===== src/hw/rtl/u8bsd_pkg.sv =====
// Shared constants for the UTF-8 byte stream decoder.
`default_nettype none

package u8bsd_pkg;

  localparam int unsigned ByteW  = 8;
  localparam int unsigned CpW    = 21;
  localparam int unsigned CountW = 3;

  // Lead byte class boundaries
  localparam logic [ByteW-1:0] LeadTwoLo   = 8'd192;
  localparam logic [ByteW-1:0] LeadThreeLo = 8'd224;
  localparam logic [ByteW-1:0] LeadFourLo  = 8'd240;
  localparam logic [ByteW-1:0] LeadBadLo   = 8'd248;

  // Continuation byte pattern on the top two bits
  localparam logic [1:0] ContTag = 2'b10;

  localparam logic [CountW-1:0] LenNone  = 3'd0;
  localparam logic [CountW-1:0] LenOne   = 3'd1;
  localparam logic [CountW-1:0] LenTwo   = 3'd2;
  localparam logic [CountW-1:0] LenThree = 3'd3;
  localparam logic [CountW-1:0] LenFour  = 3'd4;

endpackage : u8bsd_pkg

`default_nettype wire


===== src/hw/rtl/utf8_byte_stream_decoder.sv =====
// UTF-8 byte stream decoder: one byte in per word, code points or errors out.
`default_nettype none

// One byte is taken per cycle. The sequence state (gathered payload, open
// length, bytes held) is updated when a byte is accepted, and the results
// that byte causes are written into a result register in the same cycle: a
// count of pending error words followed by at most one final word. A byte
// that gives one result or none holds input only while its result waits; a
// byte that breaks an open sequence gives up to four words, drained one per
// cycle, and input is held off until the last of them is taken. Input is
// accepted in the cycle the last pending word leaves, so an unbroken stream
// runs at one byte per cycle with output stalls passed straight back.
module utf8_byte_stream_decoder (
  input  wire logic                          clk_i,
  input  wire logic                          rst_ni,
  input  wire logic                          in_valid_i,
  output logic                               in_ready_o,
  input  wire logic [u8bsd_pkg::ByteW-1:0]   data_byte_i,
  input  wire logic                          end_of_data_i,
  output logic                               out_valid_o,
  input  wire logic                          out_ready_i,
  output logic      [u8bsd_pkg::CpW-1:0]     code_point_o,
  output logic                               is_error_o,
  output logic      [u8bsd_pkg::CountW-1:0]  byte_count_o,
  output logic                               last_of_run_o
);
  import u8bsd_pkg::*;

  // Sequence state
  logic [CpW-1:0]    partial_q, partial_d;
  logic [CountW-1:0] exp_len_q, exp_len_d;
  logic [CountW-1:0] rcvd_q, rcvd_d;

  // Result register: pending error words, then an optional final word
  logic [CountW-1:0] err_cnt_q, err_cnt_d;
  logic              tail_vld_q, tail_vld_d;
  logic [CpW-1:0]    tail_cp_q, tail_cp_d;
  logic              tail_err_q, tail_err_d;
  logic [CountW-1:0] tail_cnt_q, tail_cnt_d;

  logic              in_fire, out_fire;
  logic              seq_open, is_cont, as_lead;
  logic [CountW-1:0] rcvd_inc;
  logic [CpW-1:0]    partial_shift;

  // Output view of the result register
  always_comb begin
    out_valid_o = (err_cnt_q != LenNone) || tail_vld_q;
    if (err_cnt_q != LenNone) begin
      code_point_o  = '0;
      is_error_o    = 1'b1;
      byte_count_o  = LenOne;
      last_of_run_o = (err_cnt_q == LenOne) && !tail_vld_q;
    end else begin
      code_point_o  = tail_cp_q;
      is_error_o    = tail_err_q;
      byte_count_o  = tail_cnt_q;
      last_of_run_o = 1'b1;
    end
  end

  assign out_fire   = out_valid_o && out_ready_i;
  assign in_ready_o = !out_valid_o || (out_ready_i && last_of_run_o);
  assign in_fire    = in_valid_i && in_ready_o;

  assign seq_open      = (exp_len_q != LenNone);
  assign is_cont       = (data_byte_i[7:6] == ContTag);
  assign rcvd_inc      = rcvd_q + LenOne;
  assign partial_shift = {partial_q[CpW-7:0], data_byte_i[5:0]};

  // Decode one byte against the open sequence
  always_comb begin
    partial_d  = partial_q;
    exp_len_d  = exp_len_q;
    rcvd_d     = rcvd_q;
    err_cnt_d  = LenNone;
    tail_vld_d = 1'b0;
    tail_cp_d  = '0;
    tail_err_d = 1'b0;
    tail_cnt_d = LenOne;
    as_lead    = 1'b1;

    if (seq_open) begin
      if (is_cont) begin
        as_lead   = 1'b0;
        partial_d = partial_shift;
        rcvd_d    = rcvd_inc;
        if (rcvd_inc >= exp_len_q) begin
          tail_vld_d = 1'b1;
          tail_cp_d  = partial_shift;
          tail_cnt_d = exp_len_q;
          partial_d  = '0;
          exp_len_d  = LenNone;
          rcvd_d     = LenNone;
        end else if (end_of_data_i) begin
          err_cnt_d = rcvd_inc;
          partial_d = '0;
          exp_len_d = LenNone;
          rcvd_d    = LenNone;
        end
      end else begin
        // Drop the broken sequence, one error per byte held
        err_cnt_d = rcvd_q;
        partial_d = '0;
        exp_len_d = LenNone;
        rcvd_d    = LenNone;
      end
    end

    if (as_lead) begin
      if (data_byte_i < 8'd128) begin
        tail_vld_d = 1'b1;
        tail_cp_d  = {{(CpW-ByteW){1'b0}}, data_byte_i};
      end else if (data_byte_i < LeadTwoLo || data_byte_i >= LeadBadLo) begin
        tail_vld_d = 1'b1;
        tail_err_d = 1'b1;
      end else begin
        if (data_byte_i < LeadThreeLo) begin
          exp_len_d = LenTwo;
          partial_d = {{(CpW-5){1'b0}}, data_byte_i[4:0]};
        end else if (data_byte_i < LeadFourLo) begin
          exp_len_d = LenThree;
          partial_d = {{(CpW-4){1'b0}}, data_byte_i[3:0]};
        end else begin
          exp_len_d = LenFour;
          partial_d = {{(CpW-3){1'b0}}, data_byte_i[2:0]};
        end
        rcvd_d = LenOne;
        // Truncated at the lead: one error and close
        if (end_of_data_i) begin
          tail_vld_d = 1'b1;
          tail_err_d = 1'b1;
          partial_d  = '0;
          exp_len_d  = LenNone;
          rcvd_d     = LenNone;
        end
      end
    end
  end

  // Sequence state and result counters
  always_ff @(posedge clk_i or negedge rst_ni) begin
    if (!rst_ni) begin
      partial_q  <= '0;
      exp_len_q  <= LenNone;
      rcvd_q     <= LenNone;
      err_cnt_q  <= LenNone;
      tail_vld_q <= 1'b0;
    end else if (in_fire) begin
      partial_q  <= partial_d;
      exp_len_q  <= exp_len_d;
      rcvd_q     <= rcvd_d;
      err_cnt_q  <= err_cnt_d;
      tail_vld_q <= tail_vld_d;
    end else if (out_fire) begin
      // Advance through the pending words
      if (err_cnt_q != LenNone) begin
        err_cnt_q <= err_cnt_q - LenOne;
      end else begin
        tail_vld_q <= 1'b0;
      end
    end
  end

  // Final word payload
  always_ff @(posedge clk_i) begin
    if (in_fire) begin
      tail_cp_q  <= tail_cp_d;
      tail_err_q <= tail_err_d;
      tail_cnt_q <= tail_cnt_d;
    end
  end

endmodule : utf8_byte_stream_decoder

`default_nettype wire


===== config.mk =====
export PLATFORM = sky130hd
export DESIGN_NAME = utf8_byte_stream_decoder
export DESIGN_NICKNAME = d
export VERILOG_FILES = /design/src/hw/rtl/u8bsd_pkg.sv /design/src/hw/rtl/utf8_byte_stream_decoder.sv
export SDC_FILE = /design/constraint.sdc
export NUM_CORES = 1
export LEC_CHECK = 0
export ABC_AREA = 0
export BUFFER_PORTS_ARGS = -buffer_cell sky130_fd_sc_hd__buf_4
export CORE_ASPECT_RATIO = 0.7
export CORE_UTILIZATION = 50
export CTS_CLUSTER_SIZE = 20
export DETAILED_ROUTE_END_ITERATION = 16
export MAX_ROUTING_LAYER = met4
export PLACE_DENSITY = 0.69
export SLEW_MARGIN = 30
export SYNTH_ARGS = -nofsm -noshare
export SYNTH_HDL_FRONTEND = slang
export SYNTH_SLANG_ARGS = --single-unit

===== constraint.sdc =====
create_clock -name clk_i -period 6.13 [get_ports clk_i]
set_input_delay 0.613 -clock clk_i [delete_from_list [all_inputs] [get_ports clk_i]]
set_output_delay 0.613 -clock clk_i [all_outputs]
set_load 0.02 [all_outputs]

# Word-level counts from Yosys, hierarchy flattened

Cells that the tools add are included.
W data, S select, Z words.

Bitwise operators: 1
Equal/unequal tests: 3
Multiplexer cells: 58
Reduce and logical (&&, ||, !) cells: 17
Order comparisons: 6
$add $sub $neg: 2

Operators with widths:

| cell                  | count |
|---|---|
| $mux W21              | 14 |
| $mux W3               | 25 |
| $lt A8 B8 Y1 const B  | 4 |
| $mux W1               | 17 |
| $ge A8 B8 Y1 const B  | 1 |
| $reduce_bool A3 Y1    | 2 |
| $mux W5               | 1 |
| $logic_and A1 B1 Y1   | 4 |
| $mux W4               | 1 |
| $reduce_and A2 Y1     | 2 |
| $reduce_bool A2 Y1    | 2 |
| $add A3 B1 Y3 const B | 1 |
| $eq A3 B1 Y1 const B  | 1 |
| $ge A3 B3 Y1          | 1 |
| $logic_or A1 B1 Y1    | 3 |
| $reduce_and A3 Y1     | 1 |
| $sub A3 B1 Y3 const B | 1 |
| $eq A2 B2 Y1 const B  | 1 |
| $logic_not A1 Y1      | 2 |
| $ne A2 B2 Y1 const B  | 1 |
| $reduce_or A2 Y1      | 1 |
| $not A1 Y1            | 1 |

Output and inout bits: 28
Bits in registers: 56

# Longest topological paths before layout

Word-level depth: 10
Depth in mapped cells: 10
Depth with buffers taken out: 8

# Worst setup path before layout

OpenSTA, ideal clock, no wires.

Kind: flip-flop to flip-flop
Start point: reg rcvd_q[0]
End point: reg tail_cp_q[10] (data pin)
Data arrival time: 2.069 ns
Buffers on the path: 2
Stages on the path, launching flop included: 11
Setup time: 0.255 ns
Required time: 5.875 ns
Path slack: 3.806 ns
Path through: dfrtp_1 -> ha_1 -> nand2b_1 -> nand2_1 -> ha_1 -> a21oi_1 -> o21a_1 -> clkbuf_1 -> nor2_1 -> clkbuf_1 -> and2_1

Cells in the longest elaborated chain, start to end: 7

Ends and longest elaborated chain:

| what                    | line                            | text |
|---|---|---|
| start, declared         | utf8_byte_stream_decoder.sv:32  | `logic [CountW-1:0] rcvd_q, rcvd_d;` |
| start signal, assigned  | utf8_byte_stream_decoder.sv:146 | `rcvd_q <= LenNone;` |
| start signal, assigned  | utf8_byte_stream_decoder.sv:152 | `rcvd_q <= rcvd_d;` |
| $add A3 B1 Y3 (*)       | utf8_byte_stream_decoder.sv:68  | `assign rcvd_inc = rcvd_q + LenOne;` |
| $ge A3 B3 Y1 (*)        | utf8_byte_stream_decoder.sv:88  | `if (rcvd_inc >= exp_len_q) begin` |
| $mux W21 (*)            | utf8_byte_stream_decoder.sv:88  |  |
| $mux W21 (*)            | utf8_byte_stream_decoder.sv:84  | `if (is_cont) begin` |
| $mux W21 (*)            | utf8_byte_stream_decoder.sv:83  | `if (seq_open) begin` |
| $mux W21                | utf8_byte_stream_decoder.sv:111 | `if (data_byte_i < 8'd128) begin` |
| $mux W21 (*)            | utf8_byte_stream_decoder.sv:110 | `if (as_lead) begin` |
| named net tail_cp_d[10] | utf8_byte_stream_decoder.sv:37  | `logic [CpW-1:0] tail_cp_q, tail_cp_d;` |
| end signal, assigned    | utf8_byte_stream_decoder.sv:168 | `tail_cp_q <= tail_cp_d;` |
| end, declared           | utf8_byte_stream_decoder.sv:37  |  |

Mark *: on every way through the listed nets, which the timed path passes. The rest lies on a longest branch.
A chain may end at the register's enable or synchronous reset.

# Final worst setup path

Start point: reg rcvd_q[0]
End point: reg partial_q[5]

Cells in the longest elaborated chain, start to end: 8

Ends and longest elaborated chain:

| what                 | line                            | text |
|---|---|---|
| $add A3 B1 Y3 (*)    | utf8_byte_stream_decoder.sv:68  |  |
| $ge A3 B3 Y1 (*)     | utf8_byte_stream_decoder.sv:88  |  |
| $mux W21 (*)         | utf8_byte_stream_decoder.sv:88  |  |
| $mux W21 (*)         | utf8_byte_stream_decoder.sv:84  |  |
| $mux W21 (*)         | utf8_byte_stream_decoder.sv:83  |  |
| $mux W21             | utf8_byte_stream_decoder.sv:114 | `end else if (data_byte_i < LeadTwoLo \|\| data_byte_i >= LeadBadLo) begin` |
| $mux W21             | utf8_byte_stream_decoder.sv:111 |  |
| $mux W21 (*)         | utf8_byte_stream_decoder.sv:110 |  |
| end signal, assigned | utf8_byte_stream_decoder.sv:150 | `partial_q <= partial_d;` |
| end, declared        | utf8_byte_stream_decoder.sv:30  | `logic [CpW-1:0] partial_q, partial_d;` |

Every way passes the cells marked *; elsewhere a longest branch is shown, timed or not.

==> run_results.csv <==
group,metric,value,unit
drt,route.final.wire_length,4.91,mm
clock_network,clkLatencyLatePin,0.29,ns
yosys,synth_compound_area_share,18.2,%
drt,wl_per_cell,15.2,um
clock_network,post_cts_buffers,0,
yosys,synthTopCellsByCount,"and2_1 (46), dfrtp_1 (25), edfxtp_1 (25), a22o_1 (13), inv_1 (9)",
power_and_ir_drop,powerDensity,368,nW/um^2
setup_path,critPathRequiredTime,6.36,ns
yosys,syn_avg_cell_area,11.6,um^2
sta,report.final.slew_viol_count,0,
setup_path,startpoint_type,"flip-flop",
yosys,yosysUniqueCellTypes,45,
yosys,yosys.area.top_type_share,30.0,%
yosys,synth-xor-area-share,0,%
clock_network,cts_resized,0,
floorplanning,start_util,52.3,%
drt,via_count,1755,
finish,fillers,425,
power_and_ir_drop,leakagePower,1.28,nW
clock_network,cts_tree,"built",
drt,via_per_inst,5.43,
drt,antenna_left,0,
yosys,synth.area.top_cells,"edfxtp_1 (30%), dfrtp_1 (25%), and2_1 (12%)",
clock_network,clk_path_buf_depth,2,
sta,relSlewSlack,50.4,%
drt,drt_iter0_drc,153,
yosys,syn-cell-area,2500,um^2
floorplanning,die_x,86.5,um
setup_path,crit_path_end_kind,"flip-flop",
yosys,synth_top_family_by_area,"simple AND/OR/NAND/NOR gates",
clock_network,path_clk_slew,0.09,ns
place,dp.cells,315,
grt,grt_max_degree,33,
outcome,status,"complete, no violations",
grt,grt_util_all_layers,20.9,%
yosys,syn_inst,215,
setup_path,arrival,2.90,ns
yosys,synthFlopType,"edfxtp_1",
sta,tightest_slew,0.740,ns
floorplanning,die_area,5290,um^2
sta,fin_skew,0.00540,ns
yosys,synth-simple-area-share,19.3,%
sta,fin_crit,2.67,ns
clock_network,postCtsHoldBufs,0,
grt,grt_pass1_wl,7.89,mm
grt,overflow,0,
clock_network,cts-root-buf,"clkbuf_8",
worst_hold_path,hold_class,"input port to async pin",
yosys,synth_top_cell_by_area,"edfxtp_1",
floorplanning,coreArea,4780,um^2
yosys,synth_edf_count,25,
finish,nNetsFinal,273,
setup_path,critPathKind,"flip-flop to flip-flop",
floorplanning,rows,21,
setup_path,cp_max_fo,11,
clock_network,cts_max_level,2,
place,portBuffers,40,
finish,diodes,0,
yosys,yosysWarningCount,0,
yosys,syn-num-nets,235,
sta,tns,0,ns
finish,final_cells,323,
power_and_ir_drop,ir_drop,0.000208,V
clock_network,cts_sinks,50,
sta,rsz0062_at_grt,"false",
sta,max_freq,0.375,GHz
drt,drt_pass1_iterations,4,
yosys,seq_area_frac_synth,55.1,%
finish,layout-drive-gt1-share,21.3,%
yosys,synthArstFlopShare,50.0,%
sta,finalSetupViolCount,0,
run,maxCapViolations,0,
yosys,synth_most_common_cell,"and2_1",
sta,hold_viol,0,
grt,grt_pass1_vias,1538,
place,dp_hpwl,3.56,mm
finish,design_area,2950,um^2
place,gp_congestion,0.947,
floorplanning,ios,41,
yosys,muxShareOfSynthArea,0.400,%
sta,period_share,43.5,%
floorplanning,die_height,61.2,um
power_and_ir_drop,p_total,1.08,mW
place,dpl_cell_area,2850,um^2
drt,drc,0,
clock_network,cts_made_buffers,5,
yosys,synth_adder_area_share,3.50,%
grt,grt_antenna_before_repair,0,
finish,area.growth.synth_to_final,17.9,%
yosys,synth_seq_cells,50,
-- worst paths after layout --
| path | depth (start not counted) | to | slack [ns] | start |
|---|---|---|---|---|
| min reg2reg | 1 | partial_q[11]$_DFFE_PN0P_ | 0.50 | partial_q[11]$_DFFE_PN0P_ |
| max reg2reg | 8 | partial_q[5]$_DFFE_PN0P_ | 3.46 | rcvd_q[0]$_DFFE_PN0P_ |
| min | 1 | partial_q[11]$_DFFE_PN0P_ | 0.21 | rst_ni |
| max in group asynchronous | 1 | err_cnt_q[2]$_DFFE_PN0P_ | 5.67 | rst_ni |
| min in group clk_i | 1 | partial_q[11]$_DFFE_PN0P_ | 0.50 | partial_q[11]$_DFFE_PN0P_ |
| max | 8 | partial_q[5]$_DFFE_PN0P_ | 3.46 | rcvd_q[0]$_DFFE_PN0P_ |
-- power by group --
group / internal (mW) / total (mW) / leakage [nW] / switching (mW)
registers: 0.424 / 0.471 / 0.567 / 0.0466
clock network: 0.0910 / 0.195 / 0.0488 / 0.104
logic: 0.165 / 0.419 / 0.665 / 0.254
total: 0.680 / 1.08 / 1.28 / 0.405
-- sequential cells by signal (all words and copies together), names as in the netlist --
register / flops
exp_len_q: 3
tail_cnt_q: 3
partial_q: 15
rcvd_q: 3
err_cnt_q: 3
tail_vld_q: 1
tail_cp_q: 21
tail_err_q: 1
-- worst max-delay path: stages, from the launching register on --
cell	delay [ns]
dfrtp_1	0.43
ha_1	0.22
nand2b_1	0.17
nand2_1	0.07
ha_1	0.23
a21oi_1	0.23
o21ai_0	0.31
nor3_2	0.71
a22o_1	0.24
-- cells by family (layout without fill, tap and decap cells) --
family	after synthesis	count (layout)
simple gates	82	82
compound gates	55	55
flops	50	50
buf+inv	20	59
fa+ha+maj	7	7
mux	1	1
-- routing by layer --
metal | GRT usage, % | vias to the layer above | part of all wire [%]
met5 | - | - | 0
met4 | 3.81 | 0 | 0.49
met3 | 5.76 | 2 | 8.4
met2 | 27.7 | 59 | 39
met1 | 31.8 | 833 | 52
li1 | - | 861 | -
-- placed cells by master (no fill, tap or decap), types with 2 or more instances in the layout --
cell type	n
a2bb2oi_1	2
clkbuf_8	6
a32oi_1	2
nor2b_1	4
nor3b_1	2
a21o_1	2
or3_1	2
a21oi_1	4
ha_1	7
a22o_1	13
nor3_1	2
o21bai_1	2
nand2_1	7
a31oi_1	5
inv_1	9
o21a_1	2
a32o_1	6
buf_4	41
edfxtp_1	25
o21ai_0	3
and3_1	3
nand2b_1	5
and2_1	46
o22ai_1	3
nor2_1	5
o21ai_1	2
nand3_1	2
dfrtp_1	25
-- through the flow --
step	setup WS, ns	hold WS, ns	utilization [%]
2_1_floorplan	3.81	0.317	-
3_3_place_gp	3.24	0.484	59.5
3_5_place_dp	3.54	0.484	59.6
4_1_cts	3.50	0.208	61.6
5_1_grt	3.26	0.220	61.6
6_report	3.46	0.209	61.6
-- area by class of cell --
| class | instances | area (um^2) | area share, % |
|---|---|---|---|
| clock buffers | 6 | 82.6 | 2.80 |
| clock inverters | 2 | 12.5 | 0.425 |
| inverters | 10 | 40.0 | 1.36 |
| multi-input cells | 145 | 1040 | 35.3 |
| flip-flops and latches | 50 | 1380 | 46.7 |
| well taps | 69 | 86.3 | 2.93 |
| repair buffers | 41 | 308 | 10.4 |
(Power assumes the default switching activity.)
